===== src/hw/rtl/dvfs_vote_frequency_selector_macros.svh =====
// Assertion macros for the DVFS vote frequency selector.
`ifndef DVFS_VOTE_FREQUENCY_SELECTOR_MACROS_SVH
`define DVFS_VOTE_FREQUENCY_SELECTOR_MACROS_SVH

// Same-cycle implication, disabled during reset.
`define DVFS_ASSERT_IMPL(label, ante, cons, msg) \
    label: assert property (@(posedge clk) disable iff (!rst_n) (ante) |-> (cons)) \
        else $error(msg);

// Next-cycle implication, disabled during reset.
`define DVFS_ASSERT_NEXT(label, ante, cons, msg) \
    label: assert property (@(posedge clk) disable iff (!rst_n) (ante) |=> (cons)) \
        else $error(msg);

`endif


===== src/hw/rtl/dvfs_pkg.sv =====
// Shared constants and helpers for the DVFS vote frequency selector.
package dvfs_pkg;

    localparam int MAX_LEVELS_DEF = 16;

    localparam int FRAC_W  = 17;
    localparam int WIN_W   = 32;
    localparam int CNT_W   = 5;
    localparam int IDX_W   = 4;
    localparam int VOTE_W  = 32;

    localparam logic [FRAC_W-1:0] FRAC_ONE       = 17'h10000;
    localparam logic [CNT_W-1:0]  FREQ_COUNT_RST = 5'd16;
    localparam logic [CNT_W-1:0]  FREQ_COUNT_MIN = 5'd2;

    localparam int IN_BITS   = FRAC_W + WIN_W;
    localparam int IN_DATA_W = ((IN_BITS + 7) / 8) * 8;
    localparam int OUT_BITS  = IDX_W + 1 + WIN_W + WIN_W;
    localparam int OUT_DATA_W = ((OUT_BITS + 7) / 8) * 8;

    function automatic logic [VOTE_W-1:0] sat_inc(input logic [VOTE_W-1:0] v);
        sat_inc = (v == {VOTE_W{1'b1}}) ? v : v + VOTE_W'(1);
    endfunction

endpackage


===== src/hw/rtl/dvfs_vote_ram.sv =====
// Vote counter memory: one write and one registered read port, entries read zero until written.
module dvfs_vote_ram #(
    parameter int MAX_LEVELS = dvfs_pkg::MAX_LEVELS_DEF,
    parameter int LVL_W      = (MAX_LEVELS > 1) ? $clog2(MAX_LEVELS) : 1
) (
    input  logic                        clk,
    input  logic                        rst_n,
    input  logic                        wr_en,
    input  logic [LVL_W-1:0]            wr_addr,
    input  logic [dvfs_pkg::VOTE_W-1:0] wr_data,
    input  logic                        rd_en,
    input  logic [LVL_W-1:0]            rd_addr,
    output logic [dvfs_pkg::VOTE_W-1:0] rd_data
);

    logic [dvfs_pkg::VOTE_W-1:0] mem [MAX_LEVELS];
    logic [MAX_LEVELS-1:0]       valid_reg;
    logic [dvfs_pkg::VOTE_W-1:0] rd_mem_reg;
    logic                        rd_valid_reg;

    always_ff @(posedge clk)
    begin
        if (wr_en)
        begin
            mem[wr_addr] <= wr_data;
        end
        if (rd_en)
        begin
            rd_mem_reg <= mem[rd_addr];
        end
    end

    always_ff @(posedge clk or negedge rst_n)
    begin
        if (!rst_n)
        begin
            valid_reg    <= '0;
            rd_valid_reg <= 1'b0;
        end
        else
        begin
            if (wr_en)
            begin
                valid_reg[wr_addr] <= 1'b1;
            end
            if (rd_en)
            begin
                rd_valid_reg <= valid_reg[rd_addr];
            end
        end
    end

    assign rd_data = rd_valid_reg ? rd_mem_reg : '0;

endmodule


===== src/hw/rtl/dvfs_vote_frequency_selector.sv =====
// Top level of the DVFS vote frequency selector.
// Throughput: one report per cycle unless the output stalls, set by the single
// read-modify-write of the vote memory per report, with the last written count
// forwarded to a following read.
// Reset: vote counters read zero through per-entry valid bits, so no clearing pass;
// level, window count and pipeline clear at once, freq_count returns to 16.
`include "dvfs_vote_frequency_selector_macros.svh"

module dvfs_vote_frequency_selector #(
    parameter int MAX_LEVELS = dvfs_pkg::MAX_LEVELS_DEF
) (
    input  logic                            clk,
    input  logic                            rst_n,
    input  logic                            cfg_we,
    input  logic [dvfs_pkg::CNT_W-1:0]      cfg_wdata,
    input  logic                            s_axis_tvalid,
    output logic                            s_axis_tready,
    // [16:0] bound_fraction, [48:17] window_in, [55:49] zero
    input  logic [dvfs_pkg::IN_DATA_W-1:0]  s_axis_tdata,
    output logic                            m_axis_tvalid,
    input  logic                            m_axis_tready,
    // [3:0] freq_index, [4] freq_changed, [36:5] next_window,
    // [68:37] local_window_count, [71:69] zero
    output logic [dvfs_pkg::OUT_DATA_W-1:0] m_axis_tdata
);

    localparam int LVL_W = (MAX_LEVELS > 1) ? $clog2(MAX_LEVELS) : 1;
    localparam int PROD_W = dvfs_pkg::VOTE_W + LVL_W;
    localparam int FMUL_W = dvfs_pkg::FRAC_W - 1 + dvfs_pkg::CNT_W;

    logic [dvfs_pkg::CNT_W-1:0]  freq_count_reg;

    logic                        p1_valid_reg;
    logic [LVL_W-1:0]            p1_target_reg;
    logic [dvfs_pkg::WIN_W-1:0]  p1_win_reg;
    logic                        p1_fwd_reg;
    logic [dvfs_pkg::VOTE_W-1:0] last_vote_reg;

    logic [LVL_W-1:0]            cur_level_reg;
    logic [dvfs_pkg::VOTE_W-1:0] cur_votes_reg;
    logic [dvfs_pkg::WIN_W-1:0]  win_count_reg;

    logic                        m_tvalid_reg;
    logic [dvfs_pkg::OUT_DATA_W-1:0] m_tdata_reg;

    logic [dvfs_pkg::FRAC_W-1:0] frac_in;
    logic [dvfs_pkg::WIN_W-1:0]  win_in;
    logic [dvfs_pkg::CNT_W-1:0]  count;
    logic [FMUL_W-1:0]           frac_prod;
    logic [dvfs_pkg::CNT_W-1:0]  target_raw;
    logic [LVL_W-1:0]            target_in;
    logic                        accept;
    logic                        p1_adv;

    logic [dvfs_pkg::VOTE_W-1:0] rd_data;
    logic [dvfs_pkg::VOTE_W-1:0] vote_old;
    logic [dvfs_pkg::VOTE_W-1:0] vote_new;
    logic [LVL_W-1:0]            level_gap;
    logic [PROD_W-1:0]           weighted;
    logic                        change;
    logic [dvfs_pkg::WIN_W-1:0]  win_count_next;
    logic [dvfs_pkg::WIN_W-1:0]  next_window;
    logic [LVL_W-1:0]            cur_level_next;
    logic [dvfs_pkg::VOTE_W-1:0] cur_votes_next;

    assign frac_in = s_axis_tdata[dvfs_pkg::FRAC_W-1:0];
    assign win_in  = s_axis_tdata[dvfs_pkg::FRAC_W +: dvfs_pkg::WIN_W];

    always_comb
    begin
        priority if (freq_count_reg < dvfs_pkg::FREQ_COUNT_MIN)
        begin
            count = dvfs_pkg::FREQ_COUNT_MIN;
        end
        else if (int'(freq_count_reg) > MAX_LEVELS)
        begin
            count = dvfs_pkg::CNT_W'(MAX_LEVELS);
        end
        else
        begin
            count = freq_count_reg;
        end
    end

    assign frac_prod = FMUL_W'(frac_in[dvfs_pkg::FRAC_W-2:0]) * FMUL_W'(count);

    always_comb
    begin
        priority if (frac_in >= dvfs_pkg::FRAC_ONE)
        begin
            target_raw = count - dvfs_pkg::CNT_W'(1);
        end
        else if (frac_in == '0)
        begin
            target_raw = dvfs_pkg::CNT_W'(1);
        end
        else
        begin
            target_raw = frac_prod[FMUL_W-1 -: dvfs_pkg::CNT_W];
        end
    end

    assign target_in = LVL_W'(target_raw);

    assign p1_adv        = p1_valid_reg && (!m_tvalid_reg || m_axis_tready);
    assign s_axis_tready = !p1_valid_reg || p1_adv;
    assign accept        = s_axis_tvalid && s_axis_tready;

    dvfs_vote_ram #(
        .MAX_LEVELS (MAX_LEVELS),
        .LVL_W      (LVL_W)
    ) u_vote_ram (
        .clk     (clk),
        .rst_n   (rst_n),
        .wr_en   (p1_adv),
        .wr_addr (p1_target_reg),
        .wr_data (vote_new),
        .rd_en   (accept),
        .rd_addr (target_in),
        .rd_data (rd_data)
    );

    assign vote_old  = p1_fwd_reg ? last_vote_reg : rd_data;
    assign vote_new  = dvfs_pkg::sat_inc(vote_old);
    assign level_gap = (p1_target_reg > cur_level_reg) ? p1_target_reg - cur_level_reg
                                                       : cur_level_reg - p1_target_reg;
    assign weighted  = PROD_W'(vote_new) * PROD_W'(level_gap);
    assign change    = (p1_target_reg != cur_level_reg) && (weighted > PROD_W'(cur_votes_reg));

    always_comb
    begin
        cur_level_next = cur_level_reg;
        cur_votes_next = cur_votes_reg;
        if (change)
        begin
            cur_level_next = p1_target_reg;
            cur_votes_next = vote_new;
            win_count_next = dvfs_pkg::WIN_W'(1);
            next_window    = dvfs_pkg::WIN_W'(1);
        end
        else
        begin
            if (p1_target_reg == cur_level_reg)
            begin
                cur_votes_next = vote_new;
            end
            win_count_next = dvfs_pkg::sat_inc(win_count_reg);
            next_window    = dvfs_pkg::sat_inc(p1_win_reg);
        end
    end

    always_ff @(posedge clk or negedge rst_n)
    begin
        if (!rst_n)
        begin
            freq_count_reg <= dvfs_pkg::FREQ_COUNT_RST;
            p1_valid_reg   <= 1'b0;
            p1_fwd_reg     <= 1'b0;
            cur_level_reg  <= '0;
            cur_votes_reg  <= '0;
            win_count_reg  <= '0;
            m_tvalid_reg   <= 1'b0;
        end
        else
        begin
            if (cfg_we)
            begin
                freq_count_reg <= cfg_wdata;
            end
            if (accept)
            begin
                p1_valid_reg <= 1'b1;
                p1_fwd_reg   <= p1_adv && (p1_target_reg == target_in);
            end
            else if (p1_adv)
            begin
                p1_valid_reg <= 1'b0;
            end
            if (p1_adv)
            begin
                cur_level_reg <= cur_level_next;
                cur_votes_reg <= cur_votes_next;
                win_count_reg <= win_count_next;
                m_tvalid_reg  <= 1'b1;
            end
            else if (m_axis_tready)
            begin
                m_tvalid_reg <= 1'b0;
            end
        end
    end

    always_ff @(posedge clk)
    begin
        if (accept)
        begin
            p1_target_reg <= target_in;
            p1_win_reg    <= win_in;
        end
        if (p1_adv)
        begin
            last_vote_reg <= vote_new;
            m_tdata_reg   <= dvfs_pkg::OUT_DATA_W'({win_count_next, next_window, change,
                                                    dvfs_pkg::IDX_W'(cur_level_next)});
        end
    end

    assign m_axis_tvalid = m_tvalid_reg;
    assign m_axis_tdata  = m_tdata_reg;

    `DVFS_ASSERT_IMPL(a_level_range, 1'b1, int'(cur_level_reg) < MAX_LEVELS,
        "current level outside the vote memory")
    `DVFS_ASSERT_IMPL(a_change_restart, m_tvalid_reg && m_tdata_reg[dvfs_pkg::IDX_W],
        m_tdata_reg[dvfs_pkg::IDX_W+1 +: dvfs_pkg::WIN_W] == dvfs_pkg::WIN_W'(1) &&
        m_tdata_reg[dvfs_pkg::IDX_W+1+dvfs_pkg::WIN_W +: dvfs_pkg::WIN_W] == dvfs_pkg::WIN_W'(1),
        "level change without window restart")
    `DVFS_ASSERT_NEXT(a_p1_hold, p1_valid_reg && !p1_adv,
        p1_valid_reg && $stable(p1_target_reg) && $stable(p1_win_reg),
        "stalled report lost its contents")
    `DVFS_ASSERT_NEXT(a_change_tracks, p1_adv && change,
        cur_level_reg == $past(p1_target_reg) && cur_votes_reg == $past(vote_new),
        "current level votes not tracked on change")

endmodule

===== config.mk =====
export PLATFORM = sky130hd
export DESIGN_NAME = dvfs_vote_frequency_selector
export DESIGN_NICKNAME = d
export VERILOG_FILES = /design/src/hw/rtl/dvfs_pkg.sv /design/src/hw/rtl/dvfs_vote_ram.sv /design/src/hw/rtl/dvfs_vote_frequency_selector.sv
export VERILOG_INCLUDE_DIRS = /design/src /design/src/hw/rtl
export SDC_FILE = /design/constraint.sdc
export NUM_CORES = 1
export LEC_CHECK = 0
export ABC_AREA = 1
export BUFFER_PORTS_ARGS = -buffer_cell sky130_fd_sc_hd__buf_2
export CAP_MARGIN = 20
export CORE_ASPECT_RATIO = 2
export CORE_MARGIN = 3
export CORE_UTILIZATION = 51
export CTS_BUF_LIST = sky130_fd_sc_hd__clkbuf_2 sky130_fd_sc_hd__clkbuf_4 sky130_fd_sc_hd__clkbuf_8
export DETAILED_ROUTE_END_ITERATION = 10
export PLACE_DENSITY_LB_ADDON = 0.1
export SLEW_MARGIN = 20
export SYNTH_ARGS = -nofsm -noshare
export SYNTH_HDL_FRONTEND = slang
export SYNTH_SLANG_ARGS = --single-unit

===== constraint.sdc =====
create_clock -name clk -period 12.8 [get_ports clk]
set_clock_uncertainty 0.15 [all_clocks]
set_input_delay 3.84 -clock clk [delete_from_list [all_inputs] [get_ports clk]]
set_output_delay 3.84 -clock clk [all_outputs]
set_load 0.03 [all_outputs]

==> results.txt <==
----------------------------------------------------
[Detailed routing]
  Wire length per cell after detailed routing ... between 20 and 25 um
  Starting DRT DRC Count ... between 1.5k and 2k
  Total DRC errors in the routed layout ... 0
  Count of vias placed by the detailed router ... between 20k and 30k
  Number of antenna-violating nets in the routed design ... 0
  Via density per instance ... approximately 5.6
  Number of optimization iterations in the first detailed-route pass ... 5
  Total routed wirelength ... 113,000 um

[Floorplan]
  Total Die Area ... about 83,000 um2
  Height of the chip ... between 400 and 500 um
  Ports placed on the boundary ... 140
  Placement Rows ... between 100 and 150
  Effective utilization at floorplan ... ~52%
  Horizontal die dimension ... about 210 um
  CORE AREA ... about 80,000 um2

[Synthesis]
  Warnings from Yosys ... 0
  Mean instance size in the synthesized netlist ... 10.1 um2
  Number of synthesized flops with an enable pin ... 681
  Sequential cell area fraction in the yosys report ... a little under three fifths
  Synth Cell Area ... 40,500 um2
  Share of flip-flops with an asynchronous set or reset ... 12.0%
  Most used flip-flop cell after synthesis ... sky130_fd_sc_hd__edfxtp_1
  Gate Count Post-Synth ... roughly 4k
  Number of synthesized register bits ... around 770
  Number of distinct library cells after synthesis ... 66

[Worst setup path]
  Worst endpoint required time ... 13.17 ns
  Crit path capture type ... flop
  FF-to-FF setup slack ... between 2 and 2.5 ns
  Most prevalent standard cell on the critical path ... sky130_fd_sc_hd__nand2_1
  Highest-delay cell along the critical path ... sky130_fd_sc_hd__nor4_1
  Cell depth of the worst flop-to-flop path ... 34
  Startpoint type of the worst setup path ... flop
  End of the worst register-to-register path ... m_axis_tdata[27]$_SDFFCE_PP0P_
  Slowest cell delay on critical path ... 0.91 ns
  Worst setup path class ... flop to flop
  Arrival time reported for the critical path endpoint ... roughly 11 ns
  Highest fanout seen on the critical path ... 32
  Startpoint of the worst register-to-register path ... p1_fwd_reg$_DFFE_PN0P_

[Final layout]
  Area of combinational cells with multiple inputs ... 15,400 um2
  Most frequent cells in the layout ... 1,059 x sky130_fd_sc_hd__nand2_1, 681 x sky130_fd_sc_hd__edfxtp_1, 562 x sky130_fd_sc_hd__nand3_1
  Max reg flops ... roughly 510
  Final standard cell count with taps included and fillers excluded ... 5,274
  Share of final-layout standard cells stronger than drive strength 1 ... a little under an eighth
  Register containing the most flip-flops in the final layout ... u_vote_ram.mem
  Share of the core filled with cells in the final layout ... between 50% and 60%
  Area used by sequential logic in the layout ... 22,800 um2
  Fillers ... roughly 7k
  Area Growth Syn to Fin ... 9.86%
  Commonest non-fill, non-tap cell in the layout ... sky130_fd_sc_hd__nand2_1
  Post-layout nets ... 4,428

[CTS]
  Insertion delay of the later-clocked pin in the worst-skew pair ... slightly above 0.8 ns
  Post-CTS setup buffer count ... 0
  Number of buffers on the longest clock path ... 3
  H-tree depth ... 3
  Clock-pin slew on the worst setup and hold paths ... around 0.060 ns
  Resized cells post-CTS ... 0
  Number of buffers inserted during clock tree synthesis ... 107
  Clock tree root driver cell ... sky130_fd_sc_hd__clkbuf_8
  Clock sinks ... around 770
  CTS Hold Buffers Added ... 0
  Clock tree from TritonCTS ... built

[Power and ir drop]
  Leakage power ... roughly 18 nW
  Power after layout ... approximately 12 mW
  IR drop worst, VDD ... around 300 uV
  Cell Pwr Density ... 265 nW/um2

[STA]
  Setup Total Neg Slack ... 0 ns
  Slew Limit Headroom ... 19.9%
  Final number of max-transition violations ... 0
  Number of setup violations in the final report ... 0
  RSZ-0062 raised after global routing ... no
  Final critical-path share of the clock period ... 82.6%
  Final critical-path required period ... 10.57 ns
  Number of hold violations in the final report ... 0
  Slew at the pin closest to its max-slew limit ... 1.19 ns
  Achievable Freq ... between 90 and 100 MHz

[Outcome]
  Status ... finished, final reports clean

[Place]
  Final RePlAce weighted congestion ... ~0.95
  HPWL after DPL ... between 70,000 and 80,000 um
  Inst Count DP ... 5,071
  Buffers added on ports ... 129

[Global routing]
  Total gr overflow ... 0
  Wire length of the first global-routing pass ... about 170,000 um
  Maximum number of pins on one net before global-route repair ... approximately 160
  Overall routing resource usage ... 27.4%
  Initial antenna violation count ... 1
  Vias in the first global route ... 29.7k

[Hold path]
  Hold path cells ... 1
  Hold-critical path endpoint ... u_vote_ram.valid_reg[6]$_DFFE_PN0P_
  Origin of the worst min-delay path ... u_vote_ram.valid_reg[6]$_DFFE_PN0P_
  Min-Delay Path Class ... flop to flop

[Flow run]
  Max-Cap Viols ... 0

----------------------------------------------------
==> metal layers <==
metal | GRT usage, % | wire length [um]
met5 | 0 | 0
met2 | 51.3 | 61800
met4 | 15.2 | 6180
met3 | 3.18 | 5390
met1 | 29.5 | 39800
==> critical path: cells and delay by family, from the launching register on <==
kind	cells	cell delay, ns
AO/OA/AOI/OAI	5	2.37
flip-flops	1	0.57
XOR/XNOR	1	0.17
buffers and inverters	3	0.62
adder cells (fa/ha/maj)	5	2.13
AND/OR/NAND/NOR	20	4.19
==> where the power goes <==
| part | switching [mW] | internal, mW | total (mW) | leakage (nW) |
|---|---|---|---|---|
| Sequential | 0.110 | 3.38 | 3.49 | 7.55 |
| Combinational | 4.31 | 1.83 | 6.14 | 9.38 |
| Clock | 0.982 | 1.16 | 2.14 | 1.28 |
==> how the worst max path moves through the flow <==
| stage | cells after the start | slack, ns | end | from |
|---|---|---|---|---|
| finish | 34 | 2.23 | m_axis_tdata[27]$_SDFFCE_PP0P_ | p1_fwd_reg$_DFFE_PN0P_ |
| global route | 38 | 1.74 | m_axis_tdata[21]$_SDFFCE_PP0P_ | p1_fwd_reg$_DFFE_PN0P_ |
| CTS | 33 | 2.26 | cur_votes_reg[12]$_DFFE_PN0P_ | p1_fwd_reg$_DFFE_PN0P_ |
| detailed placement | 34 | 2.31 | cur_votes_reg[6]$_DFFE_PN0P_ | p1_fwd_reg$_DFFE_PN0P_ |
| global placement | 34 | 2.40 | cur_votes_reg[11]$_DFFE_PN0P_ | p1_fwd_reg$_DFFE_PN0P_ |
| floorplan | 2 | 4.65 | s_axis_tready | m_axis_tready |
==> through the flow <==
stage / area (um2) / setup WS [ns] / hold slack, ns
floorplan: 40500 / 4.65 / 0.274
finish: 44500 / 2.23 / 0.319
global placement: 42000 / 2.40 / 0.291
detailed placement: 42000 / 2.31 / 0.305
CTS: 44400 / 2.26 / 0.320
global route: 44500 / 1.74 / 0.348
==> cell families after synthesis <==
group,synth area share [%]
adders and majority gates,8.42
buffers and inverters,6.10
other,0.00927
AOI/OAI and AO/OA,3.89
xor gates and xnor gates,2.32
and+or+nand+nor,23.0
DFF,56.3
==> cells in the mapped netlist, types with 17 or more instances <==
library cell,instances,area share [%]
sky130_fd_sc_hd__nand2_1,1060,9.8
sky130_fd_sc_hd__fa_1,102,5.0
sky130_fd_sc_hd__dfrtp_1,92,5.7
sky130_fd_sc_hd__edfxtp_1,681,51
sky130_fd_sc_hd__xnor2_1,35,0.76
sky130_fd_sc_hd__nand4_1,39,0.60
sky130_fd_sc_hd__o21ai_0,45,0.56
sky130_fd_sc_hd__nor2_1,281,2.6
sky130_fd_sc_hd__ha_1,109,3.4
sky130_fd_sc_hd__nor3_1,41,0.51
sky130_fd_sc_hd__a21oi_1,98,1.2
sky130_fd_sc_hd__nand2_2,17,0.26
sky130_fd_sc_hd__and2_1,36,0.56
sky130_fd_sc_hd__clkbuf_1,29,0.27
sky130_fd_sc_hd__o21ai_1,33,0.41
sky130_fd_sc_hd__inv_1,371,3.4
sky130_fd_sc_hd__nand3_1,562,7.0
sky130_fd_sc_hd__xor2_1,72,1.6
sky130_fd_sc_hd__buf_2,64,0.79
sky130_fd_sc_hd__or2_2,24,0.37
sky130_fd_sc_hd__nor4_1,20,0.31
sky130_fd_sc_hd__buf_6,32,0.89
==> cell type report <==
type,instances,share of cell area [%]
tap,1029,2.90
inverter,389,3.32
clock buffer,150,4.26
clock inverter,52,1.25
timing repair buffer,180,2.40
multi-input combinational,2699,34.6
sequential,774,51.2
antenna,1,0.00563
No activity file was read; power rests on OpenSTA's default activity.
